**src/rtl/core/ilf_pkg.sv**
```systemverilog
// ----------------------------------------------------------------------------
// ilf_pkg
// types, constants and opcode tables for the instruction length finder
// ----------------------------------------------------------------------------
package ilf_pkg;

  localparam int unsigned MaxLength = 15;

  typedef struct packed {
    logic [7:0] code_byte;
    logic       resync;
  } in_t;

  typedef struct packed {
    logic [3:0] length;
    logic       invalid;
  } out_t;

  typedef enum logic [2:0] {
    PH_START = 3'd0,
    PH_OP2   = 3'd1,
    PH_MODRM = 3'd2,
    PH_TEST  = 3'd3,
    PH_SIB   = 3'd4,
    PH_TAIL  = 3'd5,
    PH_INT   = 3'd6
  } phase_t;

  typedef enum logic [2:0] {
    K_PLAIN = 3'd0,
    K_MODRM = 3'd1,
    K_TWO   = 3'd2,
    K_INT   = 3'd3,
    K_TEST  = 3'd4
  } kind_t;

  // decode state carried between bytes
  typedef struct packed {
    phase_t     phase;
    logic [4:0] prefix_flags;
    logic       operand_is_short;
    logic       address_is_short;
    logic [7:0] saved_opcode;
    logic [4:0] bytes_taken;
    logic [2:0] pending_immediate;
    logic [2:0] pending_displacement;
  } state_t;

  localparam state_t StateClear = '{phase: PH_START, default: '0};

  // one-byte opcode classification
  typedef struct packed {
    kind_t      kind;
    logic [2:0] imm;
    logic [2:0] disp;
  } op_class_t;

  // 0F map: opcodes followed by modrm, and plain ones
  localparam logic [255:0] TwoModrm = {
    32'h77EEFFBF, 32'hFFAE00F7, 32'hFCFFF838, 32'hFFFF0000,
    32'hC37FCFFF, 32'hFFFEFFFF, 32'h0000FF0F, 32'hFFFF200F};
  localparam logic [255:0] TwoPlain = {
    32'h00000000, 32'h0000FF00, 32'h00000707, 32'h00000000,
    32'h00800000, 32'h00010000, 32'h003F0000, 32'h00000F50};

  function automatic op_class_t classify(input logic [7:0] op, input logic [2:0] opsz,
                                         input logic [2:0] adsz);
    op_class_t c;
    c = '{kind: K_PLAIN, imm: 3'd0, disp: 3'd0};
    if (op == 8'h0F) begin
      c.kind = K_TWO;
    end else if (op < 8'h40) begin
      if (op[2:0] < 3'd4) c.kind = K_MODRM;
      else if (op[2:0] == 3'd4) c.imm = 3'd1;
      else if (op[2:0] == 3'd5) c.imm = opsz;
    end else if (op == 8'h62 || op == 8'h63 || (op >= 8'h84 && op <= 8'h8F) ||
                 op == 8'hC4 || op == 8'hC5 || (op >= 8'hD0 && op <= 8'hD3) ||
                 (op >= 8'hD8 && op <= 8'hDF) || op == 8'hFE || op == 8'hFF) begin
      c.kind = K_MODRM;
    end else if (op == 8'h69 || op == 8'h81 || op == 8'hC7) begin
      c.kind = K_MODRM; c.imm = opsz;
    end else if (op == 8'h6B || op == 8'h80 || op == 8'h82 || op == 8'h83 ||
                 op == 8'hC0 || op == 8'hC1 || op == 8'hC6) begin
      c.kind = K_MODRM; c.imm = 3'd1;
    end else if (op == 8'h68 || op == 8'hA9 || (op >= 8'hB8 && op <= 8'hBF) ||
                 op == 8'hE8 || op == 8'hE9) begin
      c.imm = opsz;
    end else if (op == 8'h6A || (op >= 8'h70 && op <= 8'h7F) || op == 8'hA8 ||
                 (op >= 8'hB0 && op <= 8'hB7) || op == 8'hD4 || op == 8'hD5 ||
                 (op >= 8'hE0 && op <= 8'hE7) || op == 8'hEB) begin
      c.imm = 3'd1;
    end else if (op == 8'h9A || op == 8'hEA) begin
      c.imm = 3'(opsz + 3'd2);
    end else if (op >= 8'hA0 && op <= 8'hA3) begin
      c.disp = adsz;
    end else if (op == 8'hC2 || op == 8'hCA) begin
      c.imm = 3'd2;
    end else if (op == 8'hC8) begin
      c.imm = 3'd3;
    end else if (op == 8'hCD) begin
      c.kind = K_INT;
    end else if (op == 8'hF6 || op == 8'hF7) begin
      c.kind = K_TEST;
    end
    return c;
  endfunction

endpackage

```
**src/rtl/core/ilf_step.sv**
```systemverilog
// ----------------------------------------------------------------------------
// ilf_step
// combinational decode of one code byte against the current state
// ----------------------------------------------------------------------------
module ilf_step #(
  parameter int unsigned MAX_LENGTH = ilf_pkg::MaxLength
) (
  input  ilf_pkg::state_t cur,
  input  ilf_pkg::in_t    item,
  output ilf_pkg::state_t nxt,
  output logic            emit,
  output ilf_pkg::out_t   res
);

  ilf_pkg::state_t  s;
  ilf_pkg::state_t  w;
  ilf_pkg::op_class_t c;
  logic [7:0]       b;
  logic [2:0]       opsz;
  logic [2:0]       adsz;
  logic [1:0]       md;
  logic [2:0]       rm;
  logic             err;
  logic [4:0]       need;
  logic [5:0]       total;

  always_comb begin
    s    = item.resync ? ilf_pkg::StateClear : cur;
    b    = item.code_byte;
    opsz = s.operand_is_short ? 3'd2 : 3'd4;
    adsz = s.address_is_short ? 3'd2 : 3'd4;
    md   = b[7:6];
    rm   = b[2:0];
    c    = ilf_pkg::classify(b, opsz, adsz);
    w    = s;
    err  = 1'b0;
    w.bytes_taken = 5'(s.bytes_taken + 5'd1);
    unique case (s.phase)
      ilf_pkg::PH_START: begin
        if (b == 8'h26 || b == 8'h2E || b == 8'h36 || b == 8'h3E ||
            b == 8'h64 || b == 8'h65) begin
          w.prefix_flags[4] = 1'b1;
        end else if (b == 8'h66) begin
          w.prefix_flags[0] = 1'b1; w.operand_is_short = 1'b1;
        end else if (b == 8'h67) begin
          w.prefix_flags[1] = 1'b1; w.address_is_short = 1'b1;
        end else if (b == 8'hF0) begin
          w.prefix_flags[2] = 1'b1;
        end else if (b == 8'hF2 || b == 8'hF3) begin
          w.prefix_flags[3] = 1'b1;
        end else begin
          w.saved_opcode         = b;
          w.pending_immediate    = c.imm;
          w.pending_displacement = c.disp;
          unique case (c.kind)
            ilf_pkg::K_TWO:   w.phase = ilf_pkg::PH_OP2;
            ilf_pkg::K_MODRM: w.phase = ilf_pkg::PH_MODRM;
            ilf_pkg::K_INT:   w.phase = ilf_pkg::PH_INT;
            ilf_pkg::K_TEST:  w.phase = ilf_pkg::PH_TEST;
            default:          w.phase = ilf_pkg::PH_TAIL;
          endcase
        end
      end
      ilf_pkg::PH_OP2: begin
        w.saved_opcode = b;
        if (b[7:4] == 4'h8) begin
          w.pending_immediate = opsz; w.phase = ilf_pkg::PH_TAIL;
        end else if (ilf_pkg::TwoModrm[b]) begin
          if ((b >= 8'h70 && b <= 8'h73) || b == 8'hA4 || b == 8'hAC || b == 8'hBA ||
              b == 8'hC2 || b == 8'hC4 || b == 8'hC5)
            w.pending_immediate = 3'd1;
          w.phase = ilf_pkg::PH_MODRM;
        end else if (ilf_pkg::TwoPlain[b]) begin
          w.phase = ilf_pkg::PH_TAIL;
        end else begin
          err = 1'b1;
        end
      end
      ilf_pkg::PH_MODRM, ilf_pkg::PH_TEST: begin
        if (s.phase == ilf_pkg::PH_TEST && b[5:3] == 3'd0)
          w.pending_immediate = s.saved_opcode[0] ? opsz : 3'd1;
        w.phase = ilf_pkg::PH_TAIL;
        if (md == 2'd3) begin
          w.pending_displacement = 3'd0;
        end else if (s.address_is_short) begin
          w.pending_displacement = (md == 2'd1) ? 3'd1 : (md == 2'd2) ? 3'd2 :
                                   (rm == 3'd6) ? 3'd2 : 3'd0;
        end else begin
          w.pending_displacement = (md == 2'd1) ? 3'd1 : (md == 2'd2) ? 3'd4 : 3'd0;
          if (rm == 3'd4) w.phase = ilf_pkg::PH_SIB;
          else if (rm == 3'd5 && md == 2'd0) w.pending_displacement = 3'd4;
        end
      end
      ilf_pkg::PH_SIB: begin
        if (rm == 3'd5 && s.pending_displacement == 3'd0) w.pending_displacement = 3'd4;
        w.phase = ilf_pkg::PH_TAIL;
      end
      ilf_pkg::PH_INT: begin
        w.pending_immediate = (b == 8'h20) ? 3'd4 : 3'd0;
        w.phase = ilf_pkg::PH_TAIL;
      end
      default: begin
        if (s.pending_displacement != 3'd0)
          w.pending_displacement = s.pending_displacement - 3'd1;
        else if (s.pending_immediate != 3'd0)
          w.pending_immediate = s.pending_immediate - 3'd1;
        w.phase = ilf_pkg::PH_TAIL;
      end
    endcase

    // fewest bytes still certainly due
    priority case (w.phase)
      ilf_pkg::PH_TAIL:
        need = 5'(w.pending_displacement) + 5'(w.pending_immediate);
      ilf_pkg::PH_MODRM, ilf_pkg::PH_TEST:
        need = 5'd1 + 5'(w.pending_immediate);
      ilf_pkg::PH_SIB:
        need = 5'd1 + 5'(w.pending_displacement) + 5'(w.pending_immediate);
      default:
        need = 5'd1;
    endcase
    total = 6'(w.bytes_taken) + 6'(need);

    emit = 1'b0;
    res  = '{length: w.bytes_taken[3:0], invalid: 1'b0};
    nxt  = w;
    if (err || total > 6'(MAX_LENGTH)) begin
      emit = 1'b1;
      res  = '{length: 4'd0, invalid: 1'b1};
      nxt  = ilf_pkg::StateClear;
    end else if (w.phase == ilf_pkg::PH_TAIL && need == 5'd0) begin
      emit = 1'b1;
      nxt  = ilf_pkg::StateClear;
    end
  end

endmodule

```
**src/rtl/core/x86_instruction_length_finder.sv**
```systemverilog
// a result is registered in the output register when its last byte is accepted
// throughput: one code byte per cycle unless stalled; a single table lookup pass
// input stalls only when the output register holds an untaken result
// reset (synchronous, active high) clears the decode state and the output valid
// ----------------------------------------------------------------------------
// x86_instruction_length_finder
// finds instruction boundaries in a byte-serial 32-bit x86 code stream
// ----------------------------------------------------------------------------
module x86_instruction_length_finder #(
  parameter int unsigned MAX_LENGTH = ilf_pkg::MaxLength
) (
  input  logic          clk,
  input  logic          rst,
  input  logic          in_valid,
  output logic          in_ready,
  input  ilf_pkg::in_t  in_data,
  output logic          out_valid,
  input  logic          out_ready,
  output ilf_pkg::out_t out_data
);

  // decode state between bytes
  ilf_pkg::state_t state;
  ilf_pkg::state_t state_next;
  logic            emit;
  ilf_pkg::out_t   res;
  logic            in_fire;

  ilf_step #(.MAX_LENGTH(MAX_LENGTH)) u_step (
    .cur  (state),
    .item (in_data),
    .nxt  (state_next),
    .emit (emit),
    .res  (res)
  );

  // accept whenever the result register is free or being drained
  assign in_ready = !out_valid || out_ready;
  assign in_fire  = in_valid && in_ready;

  always_ff @(posedge clk) begin
    if (rst) begin
      state     <= ilf_pkg::StateClear;
      out_valid <= 1'b0;
    end else begin
      if (in_fire) state <= state_next;
      if (in_fire) out_valid <= emit;
      else if (out_ready) out_valid <= 1'b0;
    end
  end

  // result payload, no reset needed
  always_ff @(posedge clk) begin
    if (in_fire && emit) out_data <= res;
  end

endmodule

```
**config.mk**
```make
export PLATFORM = sky130hd
export DESIGN_NAME = x86_instruction_length_finder
export DESIGN_NICKNAME = d
export VERILOG_FILES = /design/src/rtl/core/ilf_pkg.sv /design/src/rtl/core/ilf_step.sv /design/src/rtl/core/x86_instruction_length_finder.sv
export SDC_FILE = /design/constraint.sdc
export NUM_CORES = 1
export LEC_CHECK = 0
export BUFFER_PORTS_ARGS = -buffer_cell sky130_fd_sc_hd__buf_2
export CORE_ASPECT_RATIO = 0.6
export CORE_UTILIZATION = 59
export DETAILED_ROUTE_END_ITERATION = 8
export GPL_TIMING_DRIVEN = 0
export HOLD_SLACK_MARGIN = 0.05
export PLACE_DENSITY_LB_ADDON = 0.3
export SYNTH_ARGS = -nofsm -noshare
export SYNTH_HDL_FRONTEND = slang
export SYNTH_SLANG_ARGS = --single-unit
```
**constraint.sdc**
```tcl
create_clock -name clk -period 6.7 [get_ports clk]
set_input_delay 1.005 -clock clk [delete_from_list [all_inputs] [get_ports clk]]
set_output_delay 1.005 -clock clk [all_outputs]
set_load 0.02 [all_outputs]
```
==> run_results.csv <==
group,metric,value,unit
outcome,outcome,"complete, but fails checks",
outcome,violations,"DRC",
worst_setup_path,critPathTopFamily,"simple AND/OR/NAND/NOR gates",
synthesis,syn-num-nets,428,
sta,drv_slew,0,
drt,drt_iter0_drc,665,
synthesis,synthSimpleGateAreaFrac,31.11,%
worst_setup_path,ff2ff_path_depth,21,
synthesis,yosys_warnings,0,
cts,cts_inserted_buffers,3,
power,power.net_switching,164.5,uW
worst_setup_path,critPathSlowestCell,"or4_1",
synthesis,synthXorXnorAreaFrac,2.410,%
finish,syn_to_final_growth,9.768,%
sta,max_freq,154.5,MHz
synthesis,synthArstFlopShare,0,%
worst_hold_path,hold_start,"state[0]$_SDFFE_PP0P_",
sta,hold_viol,0,
worst_hold_path,hold_depth,1,
finish,antenna_cells,0,
power,combinationalPowerShare,40.9,%
sta,worst_pin_slew,816.8,ps
flow_run,max_cap_viol_count,0,
sta,clock_skew,4.680,ps
cts,insertion_delay,270,ps
drt,drt-met1-wl,4.389,mm
cts,clkTransAtPathRegs,90,ps
worst_setup_path,cp-end-kind,"flop",
power,internal_power,244.0,uW
synthesis,synth_top_area_share,12.39,%
drt,drtAntennaViolNets,0,
worst_setup_path,crit_required,6910,ps
drt,drc,1,
place,place_congestion,1.044,
worst_setup_path,path_buf_inv,5,
worst_setup_path,rr_endpoint,"state[1]$_SDFFE_PP0P_",
drt,top_layer,"met5",
power,power.density,128.0,nW/um^2
floorplan,dieArea,5222,sq um
synthesis,yosysTopAreaCell,"dfxtp_1",
synthesis,synthTopCellsByArea,"dfxtp_1 (12%), ha_1 (8.2%), nor2_1 (5.3%)",
sta,period_share,96.62,%
worst_setup_path,worstSetupPathType,"input port to flop",
power,seq_power_share,37.0,%
finish,multiInputGateArea,2247,sq um
floorplan,core_area,4659,sq um
finish,drive_gt1_share,15.07,%
cts,cts_tree,"done",
finish,fin_area,3192,sq um
synthesis,synth_edf_count,5,
power,clkPwrFrac,22.1,%
worst_setup_path,reg2reg_slack,520,ps
synthesis,muxShareOfSynthArea,1.377,%
worst_setup_path,slowest_delay,700,ps
finish,final_util,68.50,%
grt,grt_start_max_net_pins,14,
worst_setup_path,cp_max_fo,10,
worst_setup_path,arrival,6690,ps
synthesis,ys.flop_type,"dfxtp_1",
worst_setup_path,rr_startpoint,"state[26]$_SDFFE_PP0P_",
worst_hold_path,min_to,"state[0]$_SDFFE_PP0P_",
power,swShare,40.27,%
power,vdd_drop_max,118.4,uV
grt,grt_pass1_wl,16.49,mm
finish,mostFrequentLayoutCells,"nor2_1 (41), nand2_1 (34), buf_2 (31)",
synthesis,synth-compound-area-share,30.85,%
drt,wirelength,10.90,mm
power,leakagePower,0.001290,uW
floorplan,die_h,56.38,microns
drt,vias,3560,
floorplan,initial_core_util,62.41,%
drt,met2_length,4.021,mm
sta,slew_headroom,45.40,%
cts,cts_root_buffer,"clkbuf_8",
drt,route.met3.wl,2.214,mm
finish,seq_area,510.5,sq um
synthesis,syn-cell-area,2908,sq um
floorplan,rows,19,
place,port_buffers,19,
floorplan,die_w,92.63,microns
grt,grt_usage,41.33,%
floorplan,ios,20,
sta,setup_violations,0,
cts,clock-sinks,23,
worst_hold_path,hp-class,"flop to flop",
place,dpl-instance-area,3082,sq um
cts,clk_path_buf_depth,2,
sta,rsz0062_at_grt,"no",
place,hpwlAfterDp,8.437,mm
worst_setup_path,cp_cell_sequence,"buf_2 -> buf_2 -> nand2b_1 -> nor3_1 -> or4_1 -> inv_1 -> a31oi_1 -> nand3_1 -> o221ai_1 -> or2_2 -> ha_1 -> fa_1 -> xnor2_1 -> o22ai_1 -> ha_1 -> a21o_1 -> a2111oi_4 -> o41ai_4 -> nor4_1 -> and2_1 -> buf_4 -> buf_6 -> a22o_1",
synthesis,ys_seq_area_share,17.56,%
sta,fin_crit,6474,ps
synthesis,synth_cell_types,74,
synthesis,syn_area_per_cell,7.380,sq um
cts,htreeDepth,1,
synthesis,synth_fa_ha_area_share,9.552,%
grt,grt-ovfl-total,0,
drt,dr.pass1.iters,9,
grt,grt_pass1_vias,3112,
worst_setup_path,cp-start-kind,"input port",
finish,num-fill-cells,414,
synthesis,synth_top_family_by_area,"simple AND/OR/NAND/NOR gates",
drt,wl_per_cell,22.65,microns
finish,final_common_cell,"nor2_1",
finish,nets,453,
drt,via_per_inst,7.401,
grt,antenna_found_initial,0,
synthesis,synthCells,394,
synthesis,ys_ff_latch,23,
-- cell families after synthesis --
group / Yosys count
buffers and inverters: 46
flip-flops: 23
AND/OR/NAND/NOR: 171
XOR/XNOR: 8
AO/OA/AOI/OAI: 120
multiplexers: 4
adder cells (fa/ha/maj): 21
other: 1
-- layer usage --
layer / up-vias / GRT usage, %
met2: 330 / 52.59
met3: 43 / 20.73
li1: 1537 / -
met4: 2 / 6.154
met5: - / 10.42
met1: 1648 / 60.88
-- state kept, by name, summed over array words and instances, names as in the netlist --
name / flops
state: 17
out_data: 5
out_valid: 1
-- what timing repair did --
action	4_1_cts	5_1_grt
pin swaps	1	0
buffers inserted	1	0
hold buffers	0	0
gates resized for setup	2	8
cloned	0	0
endpoints found under the setup margin	26	23
-- per-stage QoR --
| step | TNS (ps) | hold slack, ps | setup slack (ps) | power [uW] | std cells |
|---|---|---|---|---|---|
| finish | 0 | 489.8 | 226.4 | 408.5 | 481 |
| global route | 0 | 506.8 | 9.659 | 420.1 | 481 |
| CTS | 0 | 487.7 | 137.1 | 392.3 | 481 |
| detailed placement | -16130 | 464.7 | -747.2 | 305.4 | 476 |
| global placement | -17420 | 454.8 | -770.0 | 301.6 | 476 |
| floorplan | 0 | 441.2 | 837.7 | 259.1 | 394 |
-- power groups by stage --
stage	sequential, uW	combinational [uW]	clock, uW
after global placement	153	148	0
after global routing	151	174	94.8
after floorplan	157	102	0
final	151	167	90.3
after CTS	151	154	87.5
after detailed placement	154	152	0
-- worst max-delay path by stage --
stage / from / to / slack (ps) / cells past startpoint
finish: in_data[3] / state[1]$_SDFFE_PP0P_ / 230 / 23
global route: in_data[3] / state[28]$_SDFFE_PP0P_ / 10 / 27
CTS: in_data[3] / state[1]$_SDFFE_PP0P_ / 140 / 26
floorplan: in_data[3] / state[3]$_SDFFE_PP0P_ / 840 / 26
detailed placement: in_data[3] / state[1]$_SDFFE_PP0P_ / -750 / 27
global placement: in_data[3] / state[0]$_SDFFE_PP0P_ / -770 / 27
-- layout make-up --
class | instances | share of cell area [%]
plain buffers | 25 | 3.998
multi-input cells | 325 | 70.40
well taps | 63 | 2.470
flip-flops and latches | 23 | 15.99
inverters | 21 | 2.470
clock buffers | 3 | 1.294
repair buffers | 20 | 3.214
clock inverters | 1 | 0.1568
-- synth_stat cells (10+ instances only) --
cell type	n
o22ai_1	12
nand2_1	34
buf_2	13
nand3_1	13
ha_1	19
inv_1	21
a31oi_1	10
nor2_1	41
o21ai_0	19
a21oi_1	18
nor3_1	20
a22o_1	17
dfxtp_1	18
nor2b_1	12
Note: power is estimated with default switching activity, not from simulation.
